File: src/hdl/lcfr_pkg.sv
// ----------------------------------------------------------------------------
// lcfr_pkg
// Shared types and constants of the line/circle frame store rasterizer.
// ----------------------------------------------------------------------------
package lcfr_pkg;

   localparam int COORD_W = 8;
   localparam int COLOR_W = 16;
   localparam int RAD_W   = 7;

   typedef enum logic [1:0] {
      OP_FILL   = 2'd0,
      OP_LINE   = 2'd1,
      OP_CIRCLE = 2'd2,
      OP_READ   = 2'd3
   } op_type;

   typedef enum logic [0:0] {
      CSR_WIDTH  = 1'b0,
      CSR_HEIGHT = 1'b1
   } csr_idx_type;

   typedef enum logic [3:0] {
      ST_IDLE,
      ST_FILL,
      ST_LINE_CHK,
      ST_HSPAN,
      ST_VSPAN,
      ST_BRES_END,
      ST_BRES,
      ST_CIRC_PT,
      ST_CIRC_STEP,
      ST_READ_ADDR,
      ST_READ_WAIT,
      ST_READ_DATA,
      ST_DONE
   } state_type;

   // Commands from controller to datapath.
   typedef struct packed {
      logic       load;       // capture request fields
      logic       fill_init;
      logic       fill_step;
      logic       span_init;
      logic       span_step;
      logic       bres_init;
      logic       bres_step;
      logic       circ_init;
      logic       circ_next;  // next of four symmetric points
      logic       circ_step;
      logic [1:0] wsel;       // 0 fill, 1 span/bres point, 2 bres end, 3 circle point
      logic       wr;
      logic       rd;
      logic       take_pixel;
      logic       set_reject;
   } cmd_type;

   // Status from datapath to controller.
   typedef struct packed {
      op_type op;
      logic   fill_last;
      logic   fill_empty;
      logic   ends_ok;
      logic   horiz;
      logic   vert;
      logic   span_last;
      logic   bres_done;   // current point equals far endpoint
      logic   bres_out;    // after a step, new point out of bounds
      logic   circ_ok;     // current symmetric point in bounds
      logic   circ_q3;     // fourth symmetric point selected
      logic   circ_end;    // y went below zero
      logic   read_ok;
   } sts_type;

endpackage

File: src/hdl/lcfr_ctrl.sv
// ----------------------------------------------------------------------------
// lcfr_ctrl
// Command sequencer: steps fill, span, Bresenham, circle and read walks.
// ----------------------------------------------------------------------------
module lcfr_ctrl (
   input  logic               clock,
   input  logic               reset,
   input  logic               req_fire,
   input  logic               rsp_ready,
   input  lcfr_pkg::sts_type  sts,
   output lcfr_pkg::cmd_type  cmd,
   output logic               req_ready,
   output logic               rsp_valid
);
   import lcfr_pkg::*;

   state_type state_ff, state_in;
   logic      pend_ff, pend_in;  // address register settled

   always_ff @(posedge clock) begin
      if (reset) begin
         state_ff <= ST_IDLE;
         pend_ff  <= 1'b0;
      end else begin
         state_ff <= state_in;
         pend_ff  <= pend_in;
      end
   end

   // Point states compute the address first, then write.
   always_comb begin
      state_in  = state_ff;
      pend_in   = 1'b0;
      cmd       = '0;
      req_ready = 1'b0;
      rsp_valid = 1'b0;
      unique case (state_ff)
         ST_IDLE: begin
            req_ready = 1'b1;
            if (req_fire) begin
               cmd.load = 1'b1;
               state_in = ST_LINE_CHK;
            end
         end
         ST_LINE_CHK: begin
            unique case (sts.op)
               OP_FILL: begin
                  cmd.fill_init = 1'b1;
                  state_in      = ST_FILL;
               end
               OP_LINE: begin
                  if (!sts.ends_ok) begin
                     cmd.set_reject = 1'b1;
                     state_in       = ST_DONE;
                  end else if (sts.horiz || sts.vert) begin
                     cmd.span_init = 1'b1;
                     state_in      = ST_HSPAN;
                  end else begin
                     cmd.bres_init = 1'b1;
                     state_in      = ST_BRES_END;
                  end
               end
               OP_CIRCLE: begin
                  cmd.circ_init = 1'b1;
                  state_in      = ST_CIRC_PT;
               end
               default: state_in = ST_READ_ADDR;
            endcase
         end
         ST_FILL: begin
            cmd.wsel = 2'd0;
            if (sts.fill_empty) begin
               state_in = ST_DONE;
            end else begin
               cmd.wr        = 1'b1;
               cmd.fill_step = 1'b1;
               if (sts.fill_last) state_in = ST_DONE;
            end
         end
         ST_HSPAN: begin
            cmd.wsel = 2'd1;
            if (!pend_ff) begin
               pend_in = 1'b1;
            end else begin
               cmd.wr = 1'b1;
               if (sts.span_last) state_in = ST_DONE;
               else               cmd.span_step = 1'b1;
            end
         end
         ST_BRES_END: begin
            cmd.wsel = 2'd2;
            if (!pend_ff) pend_in = 1'b1;
            else begin
               cmd.wr   = 1'b1;
               state_in = ST_BRES;
            end
         end
         ST_BRES: begin
            cmd.wsel = 2'd1;
            if (sts.bres_done) begin
               state_in = ST_DONE;
            end else if (!pend_ff) begin
               pend_in = 1'b1;
            end else begin
               cmd.wr        = 1'b1;
               cmd.bres_step = 1'b1;
               state_in      = ST_VSPAN;
            end
         end
         ST_VSPAN: begin
            // check the stepped point before plotting it
            cmd.wsel = 2'd1;
            state_in = sts.bres_out ? ST_DONE : ST_BRES;
         end
         ST_CIRC_PT: begin
            cmd.wsel = 2'd3;
            if (sts.circ_end) begin
               state_in = ST_DONE;
            end else if (!pend_ff) begin
               pend_in = 1'b1;
            end else if (!sts.circ_ok) begin
               state_in = ST_DONE;
            end else begin
               cmd.wr = 1'b1;
               if (sts.circ_q3) state_in = ST_CIRC_STEP;
               else             cmd.circ_next = 1'b1;
            end
         end
         ST_CIRC_STEP: begin
            cmd.wsel      = 2'd3;
            cmd.circ_step = 1'b1;
            state_in      = ST_CIRC_PT;
         end
         ST_READ_ADDR: begin
            cmd.wsel = 2'd1;
            state_in = sts.read_ok ? ST_READ_WAIT : ST_DONE;
         end
         ST_READ_WAIT: begin
            cmd.rd   = 1'b1;
            state_in = ST_READ_DATA;
         end
         ST_READ_DATA: begin
            cmd.take_pixel = 1'b1;
            state_in       = ST_DONE;
         end
         ST_DONE: begin
            rsp_valid = 1'b1;
            if (rsp_ready) state_in = ST_IDLE;
         end
         default: state_in = ST_IDLE;
      endcase
   end

   // Assertions: no write while idle, a response only in the done state, and each read followed by a pixel capture.
   property p_no_write_idle;
      @(posedge clock) disable iff (reset) (state_ff == ST_IDLE) |-> !cmd.wr;
   endproperty
   a_no_write_idle: assert property (p_no_write_idle) else $error("write while idle");

   a_rsp_only_done: assert property (@(posedge clock) disable iff (reset)
      rsp_valid |-> (state_ff == ST_DONE)) else $error("response outside done");

   a_read_seq: assert property (@(posedge clock) disable iff (reset)
      cmd.rd |=> cmd.take_pixel) else $error("read data not captured");
endmodule

File: config.mk
export PLATFORM = sky130hd
export DESIGN_NAME = lcfr_ctrl
export DESIGN_NICKNAME = d
export VERILOG_FILES = /design/src/hdl/lcfr_pkg.sv /design/src/hdl/lcfr_ctrl.sv
export SDC_FILE = /design/constraint.sdc
export NUM_CORES = 1
export LEC_CHECK = 0
export ABC_AREA = 1
export BUFFER_PORTS_ARGS = -buffer_cell sky130_fd_sc_hd__buf_2
export CAP_MARGIN = 20
export CELL_PAD_IN_SITES_DETAIL_PLACEMENT = 2
export CELL_PAD_IN_SITES_GLOBAL_PLACEMENT = 2
export CORE_ASPECT_RATIO = 0.9
export CORE_MARGIN = 3
export CORE_UTILIZATION = 22
export DETAILED_ROUTE_END_ITERATION = 7
export HOLD_SLACK_MARGIN = 0.02
export PLACE_DENSITY = 0.92
export SLEW_MARGIN = 15
export SYNTH_ARGS = -nofsm -noshare
export SYNTH_HDL_FRONTEND = slang
export SYNTH_SLANG_ARGS = --single-unit
File: constraint.sdc
create_clock -name clock -period 3.9 [get_ports clock]
set_clock_uncertainty 0.05 [all_clocks]
set_input_delay 0.195 -clock clock [delete_from_list [all_inputs] [get_ports clock]]
set_output_delay 0.195 -clock clock [all_outputs]
set_load 0.005 [all_outputs]
==> impl_metrics.json <==
{
  "wirelength_met1_um": 1462,
  "maxSlewViolCount": 0,
  "drt_iter0_markers": 31,
  "peakVddDrop_mv": 0.3132,
  "drv_cap": 0,
  "ys_async_sr_fraction": 0,
  "cts.sinks": 5,
  "cts.htree.levels": 1,
  "vias": 974,
  "numCtsBuffers": 3,
  "fmax_ghz": 0.5232,
  "powerDensity_nw_per_um2": 600.0,
  "status": "finished, final reports clean",
  "synth_top_area_cell": "nand2_1",
  "worstHoldStart": "reset",
  "wl_per_cell_um": 14.73,
  "grt_usage": 0.1720,
  "yosys.area_share.simple": 0.6024,
  "tightest_slew_ps": 457.2,
  "antenna_cells": 0,
  "yosys-top-cells-area": "nand2_1 (15%), nor2_1 (14%), dfxtp_1 (14%), inv_1 (10%), nand3_1 (8.8%)",
  "drcViolationCount": 0,
  "synth.area.mux_share": 0,
  "antenna_found_initial": 0,
  "synthTopCellsByCount": "nand2_1 (29), nor2_1 (27), inv_1 (20)",
  "clk_pin_slew_ps": 30,
  "synth_top_family_by_area": "simple AND/OR/NAND/NOR gates",
  "dr_wl_met3_um": 85,
  "tns_ps": 0,
  "cts_resized": 0,
  "dr.pass1.iters": 3,
  "yosys_register_bits": 5,
  "clock-root-buffer": "clkbuf_8",
  "syn_to_final_growth_pct": 35.36,
  "synth-compound-area-share": 0.1218,
  "finalWeightedCongestion": 0.8920,
  "yosys.area_share.adder": 0,
  "cts_setup_buffers": 0,
  "io_pins": 36,
  "critPathArrivalTime_ps": 1670,
  "port_buffers": 35,
  "reg2regPathDepth": 8,
  "netlist_area_um2": 739.5,
  "postRouteAntennaNets": 0,
  "die_width_um": 67.11,
  "totalWireLength_um": 3168,
  "r2r_slack_ps": 2170,
  "yosysSeqAreaShare": 0.1354,
  "endpoint_kind": "output pin",
  "core-area_um2": 3138,
  "ys_types": 22,
  "met2_length_um": 1594,
  "overflow": 0,
  "min_path_cells": 2,
  "synth_xor_area_frac": 0,
  "hold_end": "state_ff[0]",
  "crit_fanout": 8,
  "rr_startpoint": "state_ff[2]",
  "fin_crit_sh": 0.4901,
  "syn_area_per_cell_um2": 5.477,
  "die-area_um2": 4094,
  "hold_path.class": "in2reg",
  "synth_nets": 153,
  "num-nets-final": 192,
  "rows": 19,
  "syn_inst": 135,
  "setup_violations": 0,
  "post_drt_via_cell_ratio": 4.530,
  "fin_util": 0.3190,
  "worst_setup_path_start_kind": "register",
  "yosysMostFrequentCell": "nand2_1",
  "insertion_delay_ps": 220,
  "r2r-end": "state_ff[2]",
  "dieHeight_um": 61,
  "cts_tree": "done",
  "fin_hold_ws_ps": 157.4,
  "leakage_nw": 0.5983,
  "start_util": 0.2356,
  "grt_pass1_wl_um": 5313,
  "synthFlopType": "dfxtp_1",
  "critical_path_required_ps": 3650,
  "drive_above_1_share": 0.3410,
  "ys_warn_count": 0,
  "grt_max_degree": 9,
  "cts_hold_buffers": 0,
  "top_layer_used": "met4",
  "hold_viol_final": 0,
  "hpwl_um": 2850,
  "synth-edff-count": 0,
  "period_minus_slack_ps": 1911,
  "netlist.area_leader.share": 0.1472,
  "cts_buffer_depth": 2,
  "slew_headroom": 0.6948,
  "grt_pass1_vias": 1094,
  "rsz0062_at_grt": "false",
  "criticalPathCategory": "reg2out"
}
-- cells in the final DEF (no fill, tap or decap), drive strengths merged --
| cell type | count |
|---|---|
| buf | 35 |
| nand2 | 35 |
| nor2 | 34 |
| inv | 24 |
| nand3 | 14 |
| a21oi | 7 |
| nor3 | 5 |
| dfxtp | 5 |
| clkbuf | 4 |
| o21ai | 4 |
| nand3b | 3 |
| o2111ai | 1 |
| nand4 | 1 |
| a21boi | 1 |
-- critical path, cell delays in order, from the launching register on --
cell      delay [ps]
dfxtp_1          590
inv_2            120
nor2_4           180
nand2_1          140
nor3_1           190
nand3b_1         130
buf_2            110
-- logic make-up after synthesis --
group / after synthesis
AOI/OAI and AO/OA: 13
buffers and inverters: 25
DFF: 5
and+or+nand+nor: 92
-- routing by layer --
| layer | track usage | vias up |
|---|---|---|
| met4 | 0.02890 | 0 |
| met2 | 0.3137 | 21 |
| met1 | 0.2216 | 455 |
| met3 | 0.01852 | 2 |
| li1 | - | 496 |
| met5 | 0 | - |
-- sequential cells by signal, indices dropped and copies added (netlist names) --
name,cells
state_ff,4
pend_ff,1
-- report_power, final --
| part | switching, W | internal [W] |
|---|---|---|
| Combinational | 0.000265 | 0.000131 |
| Sequential | 0.0000410 | 0.0000691 |
| Clock | 0.0000244 | 0.0000701 |
| Total | 0.000331 | 0.000270 |
-- per-stage QoR --
| stage | instance area, um2 | instances | total power, W | setup WS (ps) |
|---|---|---|---|---|
| 2_1_floorplan | 739.5 | 135 | 0.0003587 | 2567 |
| 3_3_place_gp | 955.9 | 211 | 0.0004780 | 2311 |
| 3_5_place_dp | 955.9 | 211 | 0.0005092 | 2172 |
| 4_1_cts | 1001 | 215 | 0.0006092 | 1990 |
| 5_1_grt | 1001 | 215 | 0.0006627 | 1817 |
| 6_report | 1001 | 215 | 0.0006005 | 1989 |
-- worst max-delay path by stage --
stage                      from           to  slack, ps  cells after the start
detailed placement  state_ff[2]  state_ff[2]       2170                      8
global route        state_ff[2]       cmd[3]       1820                      6
global placement    state_ff[2]       cmd[3]       2310                      6
finish              state_ff[2]       cmd[3]       1990                      6
floorplan           state_ff[2]       cmd[3]       2570                      6
CTS                 state_ff[2]       cmd[3]       1990                      6
-- cell type report --
type,count,area [um2]
clock buffer,4,45.04
inverter,24,92.59
tap,42,52.55
multi-input combinational,105,535.5
sequential,5,100.1
fill,422,2137
timing repair buffer,35,175.2
Power figures use the tool's default switching activity.
